==> config.mk <==
export PLATFORM = sky130hd
export DESIGN_NAME = dau_queue
export DESIGN_NICKNAME = d
export VERILOG_FILES = /design/src/rtl/dau_pkg.sv /design/src/rtl/dau_queue.sv
export SDC_FILE = /design/constraint.sdc
export NUM_CORES = 1
export LEC_CHECK = 0
export BUFFER_PORTS_ARGS = -buffer_cell sky130_fd_sc_hd__buf_2
export CAP_MARGIN = 20
export CORE_MARGIN = 2
export CORE_UTILIZATION = 50
export DETAILED_ROUTE_END_ITERATION = 10
export HOLD_SLACK_MARGIN = 0.1
export PLACE_DENSITY = 0.85
export SLEW_MARGIN = 20
export SYNTH_ARGS = -nofsm -noshare
export SYNTH_HDL_FRONTEND = slang
export SYNTH_SLANG_ARGS = --single-unit
export TNS_END_PERCENT = 20
==> constraint.sdc <==
create_clock -name clk -period 6.7 [get_ports clk]
set_clock_uncertainty 0.1 [all_clocks]
set_input_delay 0.67 -clock clk [delete_from_list [all_inputs] [get_ports clk]]
set_output_delay 0.67 -clock clk [all_outputs]
set_load 0.01 [all_outputs]
==> src/rtl/dau_pkg.sv <==
// Shared types and constants for the decimal arithmetic unit.
// Used by dau_front, dau_queue, dau_back and decimal_arithmetic_unit_top.
package dau_pkg;

  localparam int OPERAND_BITS = 128;
  localparam int WORK_BITS    = 256;
  localparam int QUEUE_DEPTH  = 4;
  localparam int QPTR_W       = $clog2(QUEUE_DEPTH);

  localparam logic [2:0] OP_ADD = 3'd0;
  localparam logic [2:0] OP_SUB = 3'd1;
  localparam logic [2:0] OP_MUL = 3'd2;
  localparam logic [2:0] OP_DIV = 3'd3;
  localparam logic [2:0] OP_REM = 3'd4;
  localparam logic [2:0] OP_NEG = 3'd5;
  localparam logic [2:0] OP_ABS = 3'd6;

  localparam logic [1:0] ST_OK       = 2'd0;
  localparam logic [1:0] ST_DIV_ZERO = 2'd1;
  localparam logic [1:0] ST_PREC     = 2'd2;
  localparam logic [1:0] ST_DIV_OVF  = 2'd3;

  localparam logic [1:0] REG_PRECISION = 2'd0;
  localparam logic [1:0] REG_SCALE     = 2'd1;

  localparam logic [5:0] PRECISION_RESET = 6'd38;
  localparam logic [5:0] SCALE_RESET     = 6'd0;

  typedef struct packed {
    logic [2:0]              kind;
    logic                    lneg;
    logic [OPERAND_BITS-1:0] lmag;
    logic                    rneg;
    logic [OPERAND_BITS-1:0] rmag;
  } item_t;

endpackage

==> src/rtl/dau_queue.sv <==
// Short queue of classified items between the front and back ends.
// Depends on dau_pkg.
module dau_queue (
  input  logic           clk,
  input  logic           rst_n,
  input  logic           push,
  input  dau_pkg::item_t push_item,
  input  logic           pop,
  output dau_pkg::item_t head,
  output logic           empty,
  output logic           full
);

  dau_pkg::item_t mem_r [dau_pkg::QUEUE_DEPTH];
  logic [dau_pkg::QPTR_W-1:0] wptr_r, rptr_r;
  logic [dau_pkg::QPTR_W:0]   cnt_r;

  assign empty = (cnt_r == '0);
  assign full  = (cnt_r == (dau_pkg::QPTR_W+1)'(dau_pkg::QUEUE_DEPTH));
  assign head  = mem_r[rptr_r];

  always_ff @(posedge clk) begin
    if (push) begin
      mem_r[wptr_r] <= push_item;
    end
  end

  always_ff @(posedge clk) begin
    if (!rst_n) begin
      wptr_r <= '0;
      rptr_r <= '0;
      cnt_r  <= '0;
    end else begin
      if (push) begin
        wptr_r <= wptr_r + 1'b1;
      end
      if (pop) begin
        rptr_r <= rptr_r + 1'b1;
      end
      cnt_r <= cnt_r + (dau_pkg::QPTR_W+1)'(push) - (dau_pkg::QPTR_W+1)'(pop);
    end
  end

endmodule

Yosys cells after proc, flatten, opt, wreduce, memory -nomap -nowiden
Memories as Yosys holds them, arrays and structs flattened. A register that Yosys moved wholly into a read port is not among the register bits.
Index checks and enable logic that the tools add are counted.
{ "totals": {"reg_bits": 7, "ramBits": 1044, "inputBits": 265, "out_inout_bits": 263, "word_cells": 14, "memories": 1} }
{ "mem_list": {"columns": ["name", "words", "word_bits", "read_ports", "rd_ports_with_merged_regs", "wr", "line", "source"], "rows": [
  ["mem_r", 4, 261, 1, 1, 1, "dau_queue.sv:14", "dau_pkg::item_t mem_r [dau_pkg::QUEUE_DEPTH];"]
]} }
{ "op_classes": {"add_sub_neg": 4, "eq_ne": 1, "muxes": 4, "reduce_logical": 1} }
{ "ops": {"columns": ["cell", "n"], "rows": [
  ["2-bit by 1-bit adder with 2-bit output (second input constant)", 2],
  ["2-bit 2-to-1 mux", 2],
  ["3-bit by 1-bit adder with 3-bit output", 1],
  ["3-bit == test (second input constant)", 1],
  ["3-bit zero test", 1],
  ["3-bit by 1-bit subtractor with 3-bit output", 1],
  ["1-bit 2-to-1 mux", 2]
]} }

Depth between registers and ports, before layout
{ "logic_depth": {"depth_word": 3, "mapped_depth": 7, "depth_no_buf": 7} }

Worst setup path before layout
No wires, ideal clock.
{ "synth_path": {"path_type": "in2reg", "from": "input push", "to": "memory mem_r[0][0] (netlist bit), enable pin", "setup_ns": 0.654, "arrival_ns": 6.567, "t_required_ns": 5.946, "setup_slack_ns": -0.621, "stages": 1, "n_path_buf": 0, "path_cell_list": "and2_1"} }
{ "synth_between": {"elab_chain_cells": 2} }
{ "synth_rtl": {"columns": ["element", "line", "source"], "rows": [
  ["start: declaration", "dau_queue.sv:6", "input logic push,"],
  ["1-bit 2-to-1 mux", "dau_queue.sv:23", "if (push) begin"],
  ["1-bit 2-to-1 mux (not written as such)", "dau_queue.sv:24", "mem_r[wptr_r] <= push_item;"],
  ["end: declaration", "dau_queue.sv:14", null]
]} }
No other way between the ends.

==> run metrics <==
status=finished clean; CORE AREA=roughly 76000 um^2; final setup margin=2.96 ns; crit path capture type=output port; LEAKAGE=between 15 and 20 nW; first-pass GRT wire length=~120000 um; die width=between 200 and 300 um; Startpoint Class=register; I/O Pins=528; Root Driver=clkbuf_16; Worst EP arrival=~3.0 ns; Max Fanout on Critical Path=between 90 and 100; cell total after placement=2870; Post-CTS Resized=0; Max-Cap Viols=0; post-route ant nets=0; Synth Cell Area=38100 um^2; FP Rows=roughly 100; Final Total Pwr=between 0.01 and 0.015 W; final net count=approximately 2400; final setup vio count=0; gpl congestion=~0.75; total wire length=between 80000 and 90000 um; clk_lat worst skew=around 0.64 ns; hpwl dp=around 45000 um; CTS tree=built; flops & latches, synth=~1100; fmax=roughly 270 MHz; vias in the first global route=a little under 20000; relative slew slack=just over 30%; Synthesis Warnings=0; Max stage delay on crit path=slightly below 0.7 ns; final cycle utilization of the critical path=~56%; total number of vias=around 18000; Unique masters post-synth=20; largest net degree at the start of global routing=~140; dpl cell area=approximately 42000 um^2; worst slew pin tran=slightly above 1 ns; minimum clock period after layout=about 3.7 ns; peak supply drop=approximately 430 uV; Slew Viols, Final=0; # port buffers=around 530; CP top delay family=flip-flops; Vias/cell=approximately 5.6; drt wl/cell=about 26 um; Hold/Removal Path Class=in2reg; crit path kind=reg2out; Synth Area per Inst=around 27 um^2; H-tree Lvls=3; initial antenna violation count=22; DIE HEIGHT=between 200 and 300 um; sequential area share after synthesis=between 80% and 90%; clock-pin slew on the worst setup and hold paths=roughly 0.060 ns; cells along the critical path=buf_12, mux4_2, buf_2; area grow syn2layout=22.0%; Post-Syn Instances=1406; Final Hold Vio Count=0; CTS sink count=approximately 1100; Initial Utilization=between 50% and 60%; fin cells=~3200; drt first pass iters=5; GRT Total Usage=21.3%; Crit-path slowest cell=dfxtp_4; Required @ worst endpoint=5.93 ns; syn_nets=1678; grt ovf=0; RSZ-0062 raised after global routing=false; setup_tns=0 ns; initial drt markers=1633; post-route cell area=between 40000 and 50000 um^2; power density over cell area=approximately 320 nW/um^2; Post-route DRC=0; CTS buffer count=101; Setup WS pre-CTS=3.61 ns; layout cell share with drive strength beyond 1=between 40% and 50%; Clock Tree Buf Depth=3; die area=approximately 80000 um^2; Worst Path Buf+Inv=2
==> placed cells by master (no fill, tap or decap), drive strengths merged, types with 2 or more instances in the layout <==
master	count
dlygate4sd3	130
buf	544
dfxtp	9
and2	6
nor2	5
edfxtp	1044
xnor2	2
inv	11
clkinvlp	7
ha	6
bufinv	11
mux4	261
clkinv	49
diode	19
clkbuf	113
==> metal layers <==
layer	GRT usage (%)	part of all wire, %
met5	0	0.086
met4	8.34	3.5
met3	6.20	8.6
met2	37.4	53
met1	24.6	34
==> power breakdown <==
| group | switching (W) | internal [W] | leakage [nW] |
|---|---|---|---|
| clock network | 0.00242 | 0.00323 | 1.61 |
| registers | 0.0000969 | 0.00758 | 9.66 |
| logic | 0.000769 | 0.000641 | 4.31 |
==> final cells by class <==
class | instances | area (um^2)
flip-flops and latches | 1053 | 31500
fillers | 4848 | 29200
multi-input cells | 288 | 6120
repair buffers | 674 | 4180
clock buffers | 113 | 2590
well taps | 978 | 1220
clock inverters | 71 | 731
diodes | 19 | 47.5
inverters | 7 | 26.3
==> cell usage after synthesis (all sizes together) <==
library cell	instances	area [um^2]
a21bo	1	10.0
a21oi	1	5.00
and2	6	37.5
and3	1	6.26
buf	52	397
clkbuf	6	22.5
dfxtp	9	180
edfxtp	1044	31400
fa	1	20.0
ha	6	75.1
inv	7	26.3
mux2i	1	10.0
mux4	261	5880
nand3b	1	7.51
nor2	5	18.8
nor3	1	5.00
xnor2	2	17.5
xor3	1	23.8
==> stage by stage <==
step                      hold WS [ns]  utilization, %
after floorplan                  0.399               -
after global placement           0.422            55.2
after detailed placement         0.451            55.2
after CTS                        0.100            61.3
after global routing             0.121            61.4
final                            0.153            61.4
==> timing repair <==
item                                   CTS  global route
setup buffers                            0             0
hold buffers                           130             0
endpoints found under the hold margin  473             0
==> path summary, 6_finish.rpt <==
check / slack [ns] / start / cells after the start / to
hold / removal: 0.15 / push_item[112] / 1 / mem_r[3][112]
hold reg to reg: 0.47 / wptr_r[1] / 2 / wptr_r[1]
setup reg to reg: 3.97 / wptr_r[0] / 3 / mem_r[1][203]
setup / recovery: 2.96 / register / 3 / head[238]
==> logic make-up after synthesis <==
| group | Yosys count | synth area share (%) |
|---|---|---|
| buffers and inverters | 65 | 1.17 |
| multiplexers | 262 | 15.5 |
| AND/OR/NAND/NOR | 14 | 0.197 |
| XOR/XNOR | 3 | 0.108 |
| adder cells (fa/ha/maj) | 7 | 0.250 |
| AO/OA/AOI/OAI | 2 | 0.0394 |
| flip-flops | 1053 | 82.8 |
==> worst reg2reg max path: stages (launching register included) <==
cell and delay [ns]:
dfxtp_1 0.41, ha_1 0.17, and2_4 0.71, buf_12 0.63
==> flip-flops by register name (all words and copies together), names as in the netlist, named ones only <==
name    cells
mem_r    1044
cnt_r       3
rptr_r      2
wptr_r      2
(Power assumes the default switching activity.)
