$ cat src/rtl/dau_pkg.sv
// Shared types and constants for the decimal arithmetic unit.
// Used by dau_front, dau_queue, dau_back and decimal_arithmetic_unit_top.
package dau_pkg;

  localparam int OPERAND_BITS = 128;
  localparam int WORK_BITS    = 256;
  localparam int QUEUE_DEPTH  = 4;
  localparam int QPTR_W       = $clog2(QUEUE_DEPTH);

  localparam logic [2:0] OP_ADD = 3'd0;
  localparam logic [2:0] OP_SUB = 3'd1;
  localparam logic [2:0] OP_MUL = 3'd2;
  localparam logic [2:0] OP_DIV = 3'd3;
  localparam logic [2:0] OP_REM = 3'd4;
  localparam logic [2:0] OP_NEG = 3'd5;
  localparam logic [2:0] OP_ABS = 3'd6;

  localparam logic [1:0] ST_OK       = 2'd0;
  localparam logic [1:0] ST_DIV_ZERO = 2'd1;
  localparam logic [1:0] ST_PREC     = 2'd2;
  localparam logic [1:0] ST_DIV_OVF  = 2'd3;

  localparam logic [1:0] REG_PRECISION = 2'd0;
  localparam logic [1:0] REG_SCALE     = 2'd1;

  localparam logic [5:0] PRECISION_RESET = 6'd38;
  localparam logic [5:0] SCALE_RESET     = 6'd0;

  typedef struct packed {
    logic [2:0]              kind;
    logic                    lneg;
    logic [OPERAND_BITS-1:0] lmag;
    logic                    rneg;
    logic [OPERAND_BITS-1:0] rmag;
  } item_t;

endpackage

$ cat src/rtl/dau_front.sv
// Front end: splits both operands into sign and magnitude for the queue.
// Depends on dau_pkg.
module dau_front (
  input  logic [2:0]          in_kind,
  input  logic [63:0]         in_left_low,
  input  logic [63:0]         in_left_high,
  input  logic [63:0]         in_right_low,
  input  logic [63:0]         in_right_high,
  output dau_pkg::item_t      item
);

  logic [dau_pkg::OPERAND_BITS-1:0] lv;
  logic [dau_pkg::OPERAND_BITS-1:0] rv;

  assign lv = {in_left_high, in_left_low};
  assign rv = {in_right_high, in_right_low};

  always_comb begin
    item.kind = in_kind;
    item.lneg = lv[dau_pkg::OPERAND_BITS-1];
    item.lmag = lv[dau_pkg::OPERAND_BITS-1] ? (~lv + 1'b1) : lv;
    item.rneg = rv[dau_pkg::OPERAND_BITS-1];
    item.rmag = rv[dau_pkg::OPERAND_BITS-1] ? (~rv + 1'b1) : rv;
  end

endmodule

$ cat config.mk
export PLATFORM = sky130hd
export DESIGN_NAME = dau_front
export DESIGN_NICKNAME = d
export VERILOG_FILES = /design/src/rtl/dau_pkg.sv /design/src/rtl/dau_front.sv
export SDC_FILE = /design/constraint.sdc
export NUM_CORES = 1
export LEC_CHECK = 0
export BUFFER_PORTS_ARGS = -buffer_cell sky130_fd_sc_hd__buf_2
export CAP_MARGIN = 5
export CORE_AREA = 2 2 200 202
export DETAILED_ROUTE_END_ITERATION = 10
export DIE_AREA = 0 0 202 204
export PLACE_DENSITY_LB_ADDON = 0.25
export SYNTH_ARGS = -nofsm -noshare
export SYNTH_HDL_FRONTEND = slang
export SYNTH_SLANG_ARGS = --single-unit
$ cat constraint.sdc
create_clock -name vclk -period 3.7
set_clock_uncertainty 0.15 [all_clocks]
set_input_delay 0.74 -clock vclk [all_inputs]
set_output_delay 0.74 -clock vclk [all_outputs]
set_load 0.03 [all_outputs]
# --- Word-level counts from Yosys, hierarchy flattened ---
# Index checks and enable logic that the tools add are counted.
word_totals:
  word_cells: 6
  register_bits: 0
classes:
  n_bitwise: 2
  add_sub_neg: 2
  mux: 2
ops:
  columns: ["operator", "n"]
  rows:
  - ["128-bit by 1-bit adder with 128-bit output, second input constant", 2]
  - ["128-bit 2-to-1 mux", 2]
  - ["128-bit inverter", 2]

# --- Logic depth before layout (Yosys ltp) ---
# Gate-level depths: netlist of the first run.
logic_depth:
  depth_word: 3
  mapped_depth: 8
  mapped_depth_nobuf: 8

# --- Worst setup path after synthesis of the first run ---
# OpenSTA, ideal clock, no wires.
synth_path:
  kind: "in2out"
  startpoint: "input in_left_low[38]"
  endpoint: "output item[244] (netlist bit)"
  setup_slack_ns: -0.368
  arrival_time_ns: 3.178
  n_path_buf: 1
  cell_stages: 7
  cell_sequence: "or4_4 > or4_1 > buf_2 > nor4_4 > nand3b_2 > o41ai_2 > xnor2_1"
synth_rtl:
  columns: ["item", "line", "text"]
  rows:
  - ["start: declaration", "dau_front.sv:5", "input logic [63:0] in_left_low,"]
  - ["end: declaration", "dau_front.sv:9", "output dau_pkg::item_t item"]

==> out/qor.csv, run 1 <==
metric;value;unit
total die area;0.04121;sq mm
Mapped Cells;1093;
Pleak;8.653;nW
share of cells above drive strength 1;71.58;%
FMAX;0.2374;GHz
Critical-path top delay cell;or4_4;
placed instance area;0.01499;sq mm
nets;2420;
Multi-input gate area;0.01057;sq mm
CP Max Fanout;4;
overflow left after global routing;0;
Final ANT Viol Nets;0;
CP Launch Type;primary input;
syn_area_per_cell;6.400;sq um
Tcrit/Tclk final;113.8;%
via count;13408;
first-pass GRT wire length;80.94;mm
final core occ;50.32;%
vias per cell;4.992;
drt first-iter violations;648;
VDD IR max;102.5;uV
failing checks;negative setup slack;
outcome;complete, but fails checks;
initial antenna violation count;7;
die width;202;um
GR Util All Layers;24.91;%
worst endpoint required time;2.81;ns
post-route worst setup slack;-0.5118;ns
Mapped Area;0.006995;sq mm
min-delay worst type;in -> out;
Wirelength per Cell;20.87;um
IO Count;520;
initial core utilization;17.85;%
Seq/Total Area, Yosys;0;%
design area;0.01972;sq mm
Fillers;3642;
power density over the cells;131.6;mW/mm^2
flip-flop and latch count;0;
fin crit period;4.212;ns
max-slew violations;0;
RSZ-0062 raised after global routing;yes;
Power, Total;0.002595;W
actual slew at the worst max-slew pin;0.5966;ns
Core ar.;0.03918;sq mm
clock buffers;0;
Seq. cell area;0;sq um
worst path arrival time;3.32;ns
worst slack at placement;-0.7141;ns
hpwl dp;46.21;mm
CP endpoint kind;primary output;
row cnt;73;
final setup violating endpoints;151;
number of max-cap violations;0;
Setup TNS Final;-40.32;ns
area grow syn2layout;181.9;%
vias in the first global route;13586;
DR DRC count;0;
most frequent CP cell;buf_6;
max incr delay on CP;0.59;ns
Slew HR;60.08;%
routability cong.;0.9318;
PortBufs;514;
crit-path cells;buf_6 -> or4_4 -> or4b_4 -> buf_6 -> nor4_4 -> buf_4 -> nand3_4 -> buf_4 -> o41ai_4 -> xnor2_2 -> buf_6;
Syn Nets;1354;
DRT Pass-1 Iters;7;
largest net degree at the start of global routing;64;
final WL;56.06;mm
Fin. Hold Viols;0;
die height;204;um
Yosys cell types;41;
synth warn;0;
critical path type;in -> out;
## what timing repair did
item                                    CTS  global route
gates resized for setup                 636           288
pin swaps                               163           141
hold buffers                              0             0
cloned                                    1             0
endpoints found under the setup margin  172           185
buffers inserted                         48            53
## logic make-up after synthesis
family	after synthesis	share of synthesized area [%]
simple gates	593	45.77
buf+inv	51	3.130
fa+ha+maj	2	0.3577
compound gates	197	19.44
xor+xnor	250	31.30
## cells in the final DEF, fill, tap and decap left out, types with 21 or more instances in the layout
| cell | n |
|---|---|
| buf_4 | 564 |
| buf_2 | 324 |
| buf_6 | 207 |
| xnor2_1 | 134 |
| nand2_1 | 115 |
| xnor2_2 | 104 |
| nor2_1 | 65 |
| nor3_1 | 49 |
| nand4_1 | 47 |
| o21ai_4 | 38 |
| nor4_1 | 37 |
| o41ai_4 | 36 |
| o31ai_4 | 29 |
| nand3_1 | 29 |
| o21ai_2 | 25 |
| nor4_4 | 23 |
| o31ai_1 | 22 |
| or4_4 | 21 |
## layout make-up
class | instances | area share [%]
Tap cell | 525 | 3.331
Antenna cell | 4 | 0.05076
Timing Repair Buffer | 1109 | 42.85
Inverter | 6 | 0.1396
Multi-Input combinational cell | 1042 | 53.63
## metrics by stage
step                hold WS, ns  std cells
floorplan                 1.413       1093
global placement          1.330       2599
detailed placement        1.330       2599
CTS                       1.330       2638
global route              1.330       2686
finish                    1.330       2686
## worst paths after layout
path / startpoint / to / slack, ns / depth (start not counted)
setup / recovery: in_left_low[38] / item[253] / -0.51 / 11
hold / removal: in_kind[0] / item[258] / 1.33 / 0
## worst max-delay path: cells and delay by family
kind	cells	cell delay, ns
AOI/OAI and AO/OA	1	0.26
buffers and inverters	5	0.76
and+or+nand+nor	4	1.39
xor gates and xnor gates	1	0.16
## where the power goes
group	internal, W	leakage, nW	switching (W)
sequential	0	0	0
clock	0.000000000145	0.0000254	0
combinational	0.00112	8.65	0.00148
## synth_stat cells, types with 5 or more instances
master	count	area share, %
nand4b_1	8	1.0
xnor2_1	247	31
nor4_2	5	0.89
o41ai_2	7	1.6
buf_4	7	0.75
clkbuf_1	31	1.7
nor2_1	74	4.0
nand3b_1	13	1.4
nor4_1	66	5.9
o31ai_1	58	6.2
or3_1	28	2.5
buf_1	6	0.32
nand2b_1	15	1.3
o41ai_1	38	4.8
or2_2	15	1.3
o21ai_0	91	6.5
nand2_1	149	8.0
inv_1	6	0.32
nor3_1	68	4.9
nand3_1	48	3.4
or4_1	30	3.2
nand4_1	47	4.2
## layer usage
| metal | vias up | track usage (%) | wire length (um) | share of wire, % |
|---|---|---|---|---|
| met5 | - | 0 | 21 | 0.037 |
| met4 | 4 | 6.644 | 1986 | 3.5 |
| met3 | 104 | 2.073 | 3002 | 5.4 |
| met2 | 564 | 46.07 | 28670 | 51 |
| met1 | 6454 | 30.83 | 22380 | 40 |
| li1 | 6282 | - | - | - |
Power figures use the tool's default switching activity.
==> run 2, diff against run 1 <==
- CORE_AREA: 2 2 200 202 -> 2 2 203 205
- DIE_AREA: 0 0 202 204 -> 0 0 205 207
==> run 2 against run 1 <==
The flow still finishes with violations (negative setup slack). Via count decreased by 0.19%. Global-route usage decreased by 1.0 points. Clock-buffer cell count is the same. Highest routed layer unchanged.
==> out/qor.csv, run 2 (synthesis results as in run 1) <==
metric;value;unit;change
outcome;complete, but fails checks;;unchanged
failing checks;negative setup slack;;unchanged
total die area;0.04244;sq mm;was 0.04121 sq mm
row cnt;74;;was 73
worst slack at placement;-0.6669;ns;was -0.7141 ns
Final ANT Viol Nets;0;;unchanged
vias per cell;4.984;;was 4.992
Hold Path End;item[258];;unchanged
Tcrit/Tclk final;113.9;%;was 113.8%
min-delay worst type;in -> out;;unchanged
via count;13383;;was 13408
flip-flop and latch count;0;;unchanged
vias in the first global route;13663;;was 13586
DR DRC count;0;;unchanged
actual slew at the worst max-slew pin;0.7385;ns;was 0.5966 ns
max incr delay on CP;0.58;ns;was 0.59 ns
most frequent CP cell;buf_6;;unchanged
PortBufs;514;;unchanged
Seq. cell area;0;sq um;unchanged
VDD IR max;100.5;uV;was 102.5 uV
most common cell after layout, fill and taps aside;buf_4;;unchanged
Wirelength per Cell;20.52;um;was 20.87 um
worst path arrival time;3.32;ns;about the same
initial antenna violation count;10;;was 7
overflow left after global routing;0;;unchanged
Pleak;8.541;nW;was 8.653 nW
largest net degree at the start of global routing;72;;was 64
FMAX;0.2373;GHz;was 0.2374 GHz
initial core utilization;17.33;%;was 17.85%
first-pass GRT wire length;79.94;mm;was 80.94 mm
die width;205;um;was 202 um
nets;2407;;was 2420
Core ar.;0.04037;sq mm;was 0.03918 sq mm
worst endpoint required time;2.81;ns;about the same
routability cong.;0.9207;;was 0.9318
hpwl dp;45.75;mm;was 46.21 mm
CP endpoint kind;primary output;;unchanged
Slew HR;50.77;%;was 60.08%
Fin. Hold Viols;0;;unchanged
fin crit period;4.214;ns;was 4.212 ns
number of max-cap violations;0;;unchanged
area grow syn2layout;178.8;%;was 181.9%
CP Max Fanout;3;;was 4
HP Start;in_kind[0];;unchanged
drt first-iter violations;718;;was 648
RSZ-0062 raised after global routing;yes;;unchanged
final core occ;48.31;%;was 50.32%
clock buffers;0;;unchanged
DRT Pass-1 Iters;5;;was 7
IO Count;520;;unchanged
power density over the cells;131.8;mW/mm^2;was 131.6 mW/mm^2
final setup violating endpoints;115;;was 151
CP Launch Type;primary input;;unchanged
GR Util All Layers;23.91;%;was 24.91%
Critical-path top delay cell;or4_4;;unchanged
hold depth;0;;unchanged
crit-path cells;buf_6 -> or4_4 -> or4_4 -> buf_6 -> nor4_4 -> buf_4 -> buf_8 -> nand3_4 -> o41ai_4 -> xnor2_2 -> buf_6;;was buf_6 -> or4_4 -> or4b_4 -> buf_6 -> nor4_4 -> buf_4 -> nand3_4 -> buf_4 -> o41ai_4 -> xnor2_2 -> buf_6
share of cells above drive strength 1;71.36;%;was 71.58%
final WL;55.10;mm;was 56.06 mm
post-route worst setup slack;-0.5135;ns;was -0.5118 ns
Fillers;3891;;was 3642
max-slew violations;0;;unchanged
die height;207;um;was 204 um
commonest non-fill, non-tap cells in the layout;573 x buf_4, 325 x buf_2, 182 x buf_6;;was 564 x buf_4, 324 x buf_2, 207 x buf_6
critical path type;in -> out;;unchanged
-- run 2: cell count changes in the layout (fill, tap and decap cells not counted), sizes merged --
cell / previous run / this run
diode: 4 / 9
buf: 1109 / 1096
-- run 2: power breakdown --
| group | internal, W | switching, W |
|---|---|---|
| combinational | 0.00111 | 0.00146 |
| sequential | 0 | 0 |
| clock | 0.000000000326 | 0 |
-- run 2: metal layers --
layer / track usage (%) / routed length [um] / vias up
li1: - / - / 6255
met1: 29.66 / 22190 / 6455
met2: 43.16 / 28040 / 568
met3: 2.533 / 3186 / 103
met4: 6.872 / 1673 / 2
met5: 0 / 12 / -
-- run 2: what timing repair did --
action,in CTS,in global routing
pin swaps,147,145
hold buffers,0,0
setup buffers,42,32
endpoints found under the hold margin,0,0
resized for setup,594,288
endpoints found under the setup margin,175,181
-- run 2: how the worst max path moves through the flow --
stage	slack (ns)	from	end
floorplan	-0.32	in_left_low[38]	item[181]
CTS	-0.61	in_left_low[32]	item[185]
global placement	-0.63	in_left_low[38]	item[246]
finish	-0.51	in_left_low[38]	item[208]
detailed placement	-0.67	in_right_low[28]	item[100]
global route	-0.61	in_left_low[38]	item[208]
-- run 2: per-stage QoR --
stage	setup TNS, ns	std cells	total power [W]	cell area, sq um	hold WS [ns]
2_1_floorplan	-7.270	1093	0.001142	8055	1.413
3_3_place_gp	-61.42	2622	0.002122	15120	1.330
3_5_place_dp	-62.35	2622	0.002120	15120	1.330
4_1_cts	-35.62	2658	0.002440	17870	1.330
5_1_grt	-43.94	2685	0.002676	19500	1.330
6_report	-32.78	2685	0.002571	19500	1.330
-- run 2: critical path: cells and delay by family --
kind | cells | cell delay, ns
xor gates and xnor gates | 1 | 0.18
AOI/OAI and AO/OA | 1 | 0.37
buffers and inverters | 5 | 0.67
and+or+nand+nor | 4 | 1.36
-- run 2: final cells by class --
class | instances | area [sq um] | area share, %
multi-input cells | 1042 | 10520 | 53.96
repair buffers | 1096 | 8263 | 42.37
well taps | 532 | 665.6 | 3.413
inverters | 6 | 27.53 | 0.1412
diodes | 9 | 22.52 | 0.1155
